--- src/rtl/core/vlcd_pkg.sv ---
// Shared types, constants and sequence table for the voltmeter display driver.
// No dependencies; used by vlcd_digits and voltmeter_lcd_nibble_driver_core.
`default_nettype none

package vlcd_pkg;

  localparam int unsigned SeqLen   = 35;
  localparam int unsigned StepW    = 6;
  localparam int unsigned CodeW    = 7;
  localparam int unsigned WaitW    = 20;
  localparam int unsigned NibW     = 4;
  localparam int unsigned HundW    = 9;
  localparam int unsigned CfgIdxW  = 3;
  localparam int unsigned CfgDataW = 20;
  localparam int unsigned NumRegs  = 5;
  localparam int unsigned HundScale = 500;

  typedef logic [StepW-1:0] step_t;
  typedef logic [CodeW-1:0] code_t;

  // Step code classes
  localparam code_t OpData  = 7'h10;
  localparam code_t OpDigit = 7'h20;
  localparam code_t OpWait  = 7'h40;

  typedef enum logic [CfgIdxW-1:0] {
    REG_STARTUP  = 3'd0,
    REG_COMMAND  = 3'd1,
    REG_CLEAR    = 3'd2,
    REG_PRE_DATA = 3'd3,
    REG_REFRESH  = 3'd4
  } reg_idx_t;

  typedef struct packed {
    logic [NibW-1:0] d0;  // volts
    logic [NibW-1:0] d1;  // tenths
    logic [NibW-1:0] d2;  // hundredths
  } digits_t;

  // 0x0n command nibble, 0x1n data nibble, 0x2k low nibble of digit k, 0x4r wait on reg r
  function automatic code_t seq_code(step_t s);
    code_t c;
    case (s)
      6'd0:  c = 7'h00;
      6'd1:  c = 7'h40;
      6'd2:  c = 7'h03;
      6'd3:  c = 7'h41;
      6'd4:  c = 7'h03;
      6'd5:  c = 7'h41;
      6'd6:  c = 7'h02;
      6'd7:  c = 7'h41;
      6'd8:  c = 7'h02;
      6'd9:  c = 7'h08;
      6'd10: c = 7'h41;
      6'd11: c = 7'h00;
      6'd12: c = 7'h0C;
      6'd13: c = 7'h41;
      6'd14: c = 7'h00;
      6'd15: c = 7'h01;
      6'd16: c = 7'h41;
      6'd17: c = 7'h42;
      6'd18: c = 7'h00;
      6'd19: c = 7'h06;
      6'd20: c = 7'h41;
      6'd21: c = 7'h43;
      6'd22: c = 7'h13;
      6'd23: c = 7'h20;
      6'd24: c = 7'h41;
      6'd25: c = 7'h12;
      6'd26: c = 7'h1E;
      6'd27: c = 7'h41;
      6'd28: c = 7'h13;
      6'd29: c = 7'h21;
      6'd30: c = 7'h41;
      6'd31: c = 7'h13;
      6'd32: c = 7'h22;
      6'd33: c = 7'h41;
      6'd34: c = 7'h44;
      default: c = 7'h00;
    endcase
    return c;
  endfunction

  // Map a wait code to its register; unused codes fall back to the refresh register
  function automatic reg_idx_t wait_reg_of(code_t c);
    reg_idx_t r;
    case (c[CfgIdxW-1:0])
      REG_STARTUP:  r = REG_STARTUP;
      REG_COMMAND:  r = REG_COMMAND;
      REG_CLEAR:    r = REG_CLEAR;
      REG_PRE_DATA: r = REG_PRE_DATA;
      default:      r = REG_REFRESH;
    endcase
    return r;
  endfunction

  // Skip waits whose register is zero; the table never has more than two waits in a row
  function automatic step_t skip_zero_waits(step_t s, logic [NumRegs-1:0] zero_reg);
    step_t t;
    code_t c;
    t = s;
    for (int i = 0; i < 2; i++) begin
      c = seq_code(t);
      if ((32'(t) < SeqLen) && ((c & OpWait) != '0) && zero_reg[wait_reg_of(c)]) begin
        t = t + step_t'(1);
      end
    end
    return t;
  endfunction

endpackage

`default_nettype wire

--- src/rtl/core/vlcd_digits.sv ---
// Registered split of a hundredths-of-a-volt value (below 500) into three decimal digits.
// Depends on vlcd_pkg for widths and the digit struct.
`default_nettype none

module vlcd_digits (
  input  wire logic                       clk,
  input  wire logic [vlcd_pkg::HundW-1:0] hundredths,
  output vlcd_pkg::digits_t               digits
);

  logic [14:0] prod_q;     // hundredths * 41, top bits give /100
  logic [2:0]  q100;
  logic [8:0]  hund_sub;
  logic [6:0]  rem100;
  logic [14:0] prod_t;     // rem * 205, top bits give /10
  logic [3:0]  tens;
  logic [6:0]  ones;
  vlcd_pkg::digits_t digits_next;

  always_comb begin
    prod_q   = 15'(hundredths) * 15'd41;
    q100     = prod_q[14:12];
    hund_sub = 9'(q100) * 9'd100;
    rem100   = 7'(hundredths - hund_sub);
    prod_t   = 15'(rem100) * 15'd205;
    tens     = prod_t[14:11];
    ones     = rem100 - 7'(7'(tens) * 7'd10);
    digits_next.d0 = 4'(q100);
    digits_next.d1 = tens;
    digits_next.d2 = ones[3:0];
  end

  always_ff @(posedge clk) begin
    digits <= digits_next;
  end

endmodule

`default_nettype wire

--- src/rtl/core/voltmeter_lcd_nibble_driver_core.sv ---
// Voltmeter character display driver, 4-bit mode; one request per tick, one result each.
// Each result is registered as its request is taken and is offered in the next cycle.
// Throughput: one request per cycle while m_tready is high; the output register frees as its result is taken.
// Reset: wait registers return to their defaults, the sequencer goes idle, lines go to zero.
// Depends on vlcd_pkg and vlcd_digits.
`default_nettype none

module voltmeter_lcd_nibble_driver_core #(
  parameter int unsigned SAMPLE_BITS = 10
) (
  input  wire logic                                 clk,
  input  wire logic                                 rst,
  input  wire logic                                 s_tvalid,
  output logic                                      s_tready,
  input  wire logic [((SAMPLE_BITS+7)/8)*8-1:0]     s_tdata,   // [SAMPLE_BITS-1:0] sample
  input  wire logic                                 s_tuser,   // [0] sample_valid
  output logic                                      m_tvalid,
  input  wire logic                                 m_tready,
  output logic [7:0]                                m_tdata,   // [3:0] lcd_nibble, [4] lcd_en,
                                                               // [5] busy_res
  output logic                                      m_tuser,   // [0] lcd_rs
  input  wire logic                                 cfg_wen,
  input  wire logic [vlcd_pkg::CfgIdxW-1:0]         cfg_index,
  input  wire logic [vlcd_pkg::CfgDataW-1:0]        cfg_data
);

  localparam int unsigned ProdW = SAMPLE_BITS + vlcd_pkg::HundW;

  // Wait registers
  logic [15:0] startup_wait;
  logic [11:0] command_wait;
  logic [15:0] clear_wait;
  logic [15:0] pre_data_wait;
  logic [19:0] refresh_wait;

  // Sequencer state
  vlcd_pkg::step_t               step_index, step_index_next;
  logic [vlcd_pkg::WaitW-1:0]    wait_count, wait_count_next;
  logic                          strobe_phase, strobe_phase_next;
  logic [vlcd_pkg::HundW-1:0]    hundredths, hundredths_next;
  logic [vlcd_pkg::NibW-1:0]     nibble_out, nibble_out_next;
  logic                          select_out, select_out_next;
  logic                          en_out, en_out_next;
  logic                          busy_out, busy_out_next;

  logic                          in_acc;
  logic                          idle;
  vlcd_pkg::code_t               code;
  vlcd_pkg::code_t               entry_code;
  vlcd_pkg::step_t               entry_start;
  vlcd_pkg::step_t               entry;
  logic                          do_enter;
  logic [vlcd_pkg::NumRegs-1:0]  zero_reg;
  logic [vlcd_pkg::WaitW-1:0]    entry_wait;
  logic [vlcd_pkg::WaitW-1:0]    wait_dec;
  logic [ProdW-1:0]              prod;
  vlcd_pkg::digits_t             digits;
  logic [vlcd_pkg::NibW-1:0]     digit_sel;

  vlcd_digits u_digits (
    .clk        (clk),
    .hundredths (hundredths),
    .digits     (digits)
  );

  assign s_tready = !m_tvalid || m_tready;
  assign in_acc   = s_tvalid && s_tready;
  assign m_tdata  = {2'b00, busy_out, en_out, nibble_out};
  assign m_tuser  = select_out;

  always_ff @(posedge clk) begin
    if (rst) begin
      m_tvalid <= 1'b0;
    end else if (in_acc) begin
      m_tvalid <= 1'b1;
    end else if (m_tready) begin
      m_tvalid <= 1'b0;
    end
  end

  always_ff @(posedge clk) begin
    if (rst) begin
      startup_wait  <= 16'd40000;
      command_wait  <= 12'd100;
      clear_wait    <= 16'd5000;
      pre_data_wait <= 16'd2000;
      refresh_wait  <= 20'd100000;
    end else if (cfg_wen) begin
      case (cfg_index)
        vlcd_pkg::REG_STARTUP:  startup_wait  <= cfg_data[15:0];
        vlcd_pkg::REG_COMMAND:  command_wait  <= cfg_data[11:0];
        vlcd_pkg::REG_CLEAR:    clear_wait    <= cfg_data[15:0];
        vlcd_pkg::REG_PRE_DATA: pre_data_wait <= cfg_data[15:0];
        vlcd_pkg::REG_REFRESH:  refresh_wait  <= cfg_data[19:0];
        default: ;
      endcase
    end
  end

  assign zero_reg = {refresh_wait == '0, pre_data_wait == '0, clear_wait == '0,
                     command_wait == '0, startup_wait == '0};

  assign idle = (step_index == '0) || (32'(step_index) >= vlcd_pkg::SeqLen);
  assign code = vlcd_pkg::seq_code(step_index);
  assign prod = ProdW'(s_tdata[SAMPLE_BITS-1:0]) * ProdW'(vlcd_pkg::HundScale);
  assign wait_dec = (wait_count != '0) ? wait_count - 20'd1 : wait_count;

  // Next step after the current one, with zero-length waits skipped
  assign entry_start = idle ? vlcd_pkg::step_t'(1) : step_index + vlcd_pkg::step_t'(1);
  assign entry       = vlcd_pkg::skip_zero_waits(entry_start, zero_reg);
  assign entry_code  = vlcd_pkg::seq_code(entry);

  always_comb begin
    case (vlcd_pkg::wait_reg_of(entry_code))
      vlcd_pkg::REG_STARTUP:  entry_wait = 20'(startup_wait);
      vlcd_pkg::REG_COMMAND:  entry_wait = 20'(command_wait);
      vlcd_pkg::REG_CLEAR:    entry_wait = 20'(clear_wait);
      vlcd_pkg::REG_PRE_DATA: entry_wait = 20'(pre_data_wait);
      default:                entry_wait = refresh_wait;
    endcase
  end

  always_comb begin
    case (code[1:0])
      2'd0:    digit_sel = digits.d0;
      2'd1:    digit_sel = digits.d1;
      default: digit_sel = digits.d2;
    endcase
  end

  always_comb begin
    step_index_next   = step_index;
    wait_count_next   = wait_count;
    strobe_phase_next = strobe_phase;
    hundredths_next   = hundredths;
    nibble_out_next   = nibble_out;
    select_out_next   = select_out;
    en_out_next       = 1'b0;
    busy_out_next     = 1'b0;
    do_enter          = 1'b0;

    if (idle) begin
      step_index_next = '0;
      if (s_tuser) begin
        hundredths_next = prod[SAMPLE_BITS +: vlcd_pkg::HundW];
        busy_out_next   = 1'b1;
        do_enter        = 1'b1;
      end
    end else begin
      busy_out_next = 1'b1;
      if ((code & vlcd_pkg::OpWait) != '0) begin
        wait_count_next = wait_dec;
        do_enter        = (wait_dec == '0);
      end else if (!strobe_phase) begin
        // set up the lines; strobe on the next tick
        if ((code & vlcd_pkg::OpDigit) != '0) begin
          nibble_out_next = digit_sel;
          select_out_next = 1'b1;
        end else begin
          nibble_out_next = code[vlcd_pkg::NibW-1:0];
          select_out_next = (code & vlcd_pkg::OpData) != '0;
        end
        strobe_phase_next = 1'b1;
      end else begin
        en_out_next       = 1'b1;
        strobe_phase_next = 1'b0;
        do_enter          = 1'b1;
      end
    end

    if (do_enter) begin
      if (32'(entry) >= vlcd_pkg::SeqLen) begin
        step_index_next   = '0;
        strobe_phase_next = 1'b0;
        wait_count_next   = '0;
      end else if ((entry_code & vlcd_pkg::OpWait) != '0) begin
        step_index_next = entry;
        wait_count_next = entry_wait;
      end else begin
        step_index_next   = entry;
        strobe_phase_next = 1'b0;
      end
    end
  end

  always_ff @(posedge clk) begin
    if (rst) begin
      step_index   <= '0;
      wait_count   <= '0;
      strobe_phase <= 1'b0;
      nibble_out   <= '0;
      select_out   <= 1'b0;
      en_out       <= 1'b0;
      busy_out     <= 1'b0;
    end else if (in_acc) begin
      step_index   <= step_index_next;
      wait_count   <= wait_count_next;
      strobe_phase <= strobe_phase_next;
      nibble_out   <= nibble_out_next;
      select_out   <= select_out_next;
      en_out       <= en_out_next;
      busy_out     <= busy_out_next;
    end
  end

  always_ff @(posedge clk) begin
    if (in_acc) begin
      hundredths <= hundredths_next;
    end
  end

endmodule

`default_nettype wire

--- config.mk ---
export PLATFORM = sky130hd
export DESIGN_NAME = voltmeter_lcd_nibble_driver_core
export DESIGN_NICKNAME = d
export VERILOG_FILES = /design/src/rtl/core/vlcd_pkg.sv /design/src/rtl/core/vlcd_digits.sv /design/src/rtl/core/voltmeter_lcd_nibble_driver_core.sv
export SDC_FILE = /design/constraint.sdc
export NUM_CORES = 1
export LEC_CHECK = 0
export BUFFER_PORTS_ARGS = -buffer_cell sky130_fd_sc_hd__buf_2
export CAP_MARGIN = 40
export CORE_ASPECT_RATIO = 0.75
export CORE_MARGIN = 2
export CORE_UTILIZATION = 25
export DETAILED_ROUTE_END_ITERATION = 10
export PLACE_DENSITY_LB_ADDON = 0.12
export SYNTH_ARGS = -nofsm -noshare
export SYNTH_HDL_FRONTEND = slang
export SYNTH_HIERARCHICAL = 1
export SYNTH_SLANG_ARGS = --single-unit
--- constraint.sdc ---
create_clock -name clk -period 22 [get_ports clk]
set_input_delay 4.4 -clock clk [delete_from_list [all_inputs] [get_ports clk]]
set_output_delay 4.4 -clock clk [all_outputs]
set_load 0.05 [all_outputs]
==> impl_metrics.csv <==
group,metric,value,unit
floorplan,die_h,198,um
clock_tree,cts-buffers-inserted,17,
clock_tree,cts_root_buffer,"clkbuf_16",
timing,slew_headroom,0.364,
place,gp_congestion,0.836,
min_path,hold_class,"flip-flop to flip-flop",
timing,worst_slew_pin_slew,0.946,ns
critical_path,worst_ep_required_time,22.33,ns
final_layout,final_area,0.0140,mm^2
place,dp_hpwl,31400,um
global_routing,antenna_found_initial,1,
global_routing,grt_pass1_wl,63200,um
timing,rsz0062_at_grt,"no",
final_layout,fillers,5465,
synthesis,synth_area,0.0126,mm^2
floorplan,initial_core_util,0.252,
synthesis,yosys_warnings,6,
timing,setup_viol,0,
route,via_count,11216,
timing,finalCriticalPeriod,10.72,ns
clock_tree,clkLatencyLatePin,0.45,ns
floorplan,boundaryPins,56,
global_routing,overflow,0,
timing,drv_slew,0,
synthesis,synth.most_common_cell,"nand2_1",
synthesis,synth-edff-count,9,
clock_tree,tritoncts,"done",
timing,hold-worst-slack,0.469,ns
critical_path,crit_path_end_kind,"flip-flop",
route,routed_wl,40000,um
synthesis,yosysSeqAreaShare,0.233,
critical_path,crit_fanout,21,
route,first_iter_violations,714,
synthesis,syn_inst,1548,
route,drt-pass1-iter-count,5,
clock_tree,cts_htree_levels,4,
synthesis,synth_top_area_frac,0.211,
timing,post-route-period-util,0.487,
timing,skew,0.0121,ns
final_layout,drive_above_1_share,0.101,
critical_path,slowest_stage,"o21ai_2",
route,final_antenna_net_count,0,
clock_tree,cts.clk_slew.worst_paths,0.06,ns
synthesis,synth_area_leader_cell,"dfxtp_1",
floorplan,die_w,263,um
clock_tree,clock_path_buffers,2,
clock_tree,holdBufCountCts,0,
synthesis,synth_ff_type,"dfxtp_1",
status,status,"complete, no violations",
floorplan,rows,71,
clock_tree,clock_sinks,142,
synthesis,ys_seq_elements,142,
final_layout,layout.nets,1781,
synthesis,synth.distinct_cells,107,
global_routing,grt_usage,0.154,
place,io_buffer_count,47,
route,vias_per_cell,5.03,
critical_path,cp-start-kind,"flip-flop",
route,post-route-drc-count,0,
floorplan,dieArea,0.0522,mm^2
place,place_ws,11.46,ns
clock_tree,postCtsSetupBuffers,0,
global_routing,grt_pass1_vias,10653,
timing,worst_slack,11.28,ns
synthesis,yosys-top-cells-area,"dfxtp_1 (21%), ha_1 (14%), nand2_1 (7.5%)",
place,place_area,0.0135,mm^2
run,maxCapViolations,0,
synthesis,synth_common_cells,"nand2_1 (253), ha_1 (136), dfxtp_1 (133), a21oi_1 (107), nor2_1 (87)",
global_routing,grt_max_degree,63,
synthesis,postSynthAreaPerCell,8.14,um^2
critical_path,worst-setup-path-type,"flip-flop to flip-flop",
timing,tns,0,ns
timing,fmax,93.3,MHz
clock_tree,cts_resized,0,
synthesis,async_flop_share,0,
critical_path,critPathMaxStageDelay,0.54,ns
critical_path,worstPathArrival,11.06,ns
timing,finalHoldViolations,0,
floorplan,core_area,0.0499,mm^2
final_layout,syn_to_final_growth,11.1,%
route,wire_per_inst,17.9,um
==> area by class of cell <==
class / count / area, um^2 / share of cell area
diodes: 1 / 2.50 / 0.000179
clock buffers: 19 / 433 / 0.0309
clock inverters: 13 / 90.1 / 0.00644
inverters: 88 / 330 / 0.0236
multi-input cells: 1244 / 9000 / 0.643
flip-flops and latches: 142 / 2930 / 0.210
well taps: 657 / 822 / 0.0587
repair buffers: 65 / 384 / 0.0274
==> worst max-delay path, delay by kind of cell (launching register included) <==
kind                     cells  cell delay (ns)
AO/OA/AOI/OAI               13             3.43
AND/OR/NAND/NOR              8             1.90
adder cells (fa/ha/maj)      6             1.86
buffers and inverters        8             1.56
XOR/XNOR                     2             0.91
multiplexers                 2             0.49
flip-flops                   1             0.45
==> cell usage in the layout, fill, tap and decap left out, types with 23 or more instances in the layout <==
| cell type | netlist | routed |
|---|---|---|
| nor4_1 | 28 | 28 |
| inv_1 | 86 | 86 |
| nand2_1 | 253 | 253 |
| nand3_1 | 45 | 45 |
| a21oi_1 | 107 | 107 |
| mux2i_1 | 35 | 35 |
| ha_1 | 136 | 136 |
| nor3_1 | 46 | 46 |
| buf_2 | 8 | 46 |
| o21ai_0 | 54 | 54 |
| dfxtp_1 | 133 | 133 |
| nand3b_1 | 30 | 30 |
| xnor2_1 | 23 | 23 |
| fa_1 | 42 | 42 |
| nor2_1 | 87 | 87 |
==> metal layers <==
layer,track usage,routed length [um],up-vias
met2,0.217,16300,204
li1,-,-,5611
met5,0,0,-
met3,0.0199,1400,22
met1,0.242,21900,5379
met4,0.0351,374,0
==> per-stage QoR <==
| step | utilization | cells |
|---|---|---|
| 6_report | 0.280 | 2229 |
| 5_1_grt | 0.280 | 2229 |
| 4_1_cts | 0.280 | 2228 |
| 3_5_place_dp | 0.270 | 2196 |
| 3_3_place_gp | 0.269 | 2192 |
| 2_1_floorplan | - | 1549 |
==> state kept, by name, summed over array words and instances, names as in the netlist, 4 cells and up <==
signal / flops
refresh_wait: 20
wait_count: 20
clear_wait: 16
pre_data_wait: 16
startup_wait: 16
command_wait: 12
u_digits/digits: 11
hundredths: 9
code: 7
step_index: 6
nibble_out: 4
==> final timing paths <==
kind	startpoint	end	slack, ns	depth (start not counted)
hold / removal	en_out	en_out	0.47	2
setup / recovery	step_index[0]	code[6]	11.28	39
hold reg to reg	en_out	en_out	0.47	2
setup reg to reg	step_index[0]	code[6]	11.28	39
==> cells by family after synthesis <==
logic type | after synthesis | synth area share
fa+ha+maj | 179 | 0.203
compound gates | 364 | 0.196
buf+inv | 163 | 0.0535
xor+xnor | 33 | 0.0279
flops | 142 | 0.233
other cells | 2 | 0.000596
simple gates | 610 | 0.239
mux | 55 | 0.0472
Power is left out: the tool's default activity adds up to more than one toggle a clock period on the data nets, which glitch-free logic cannot reach.
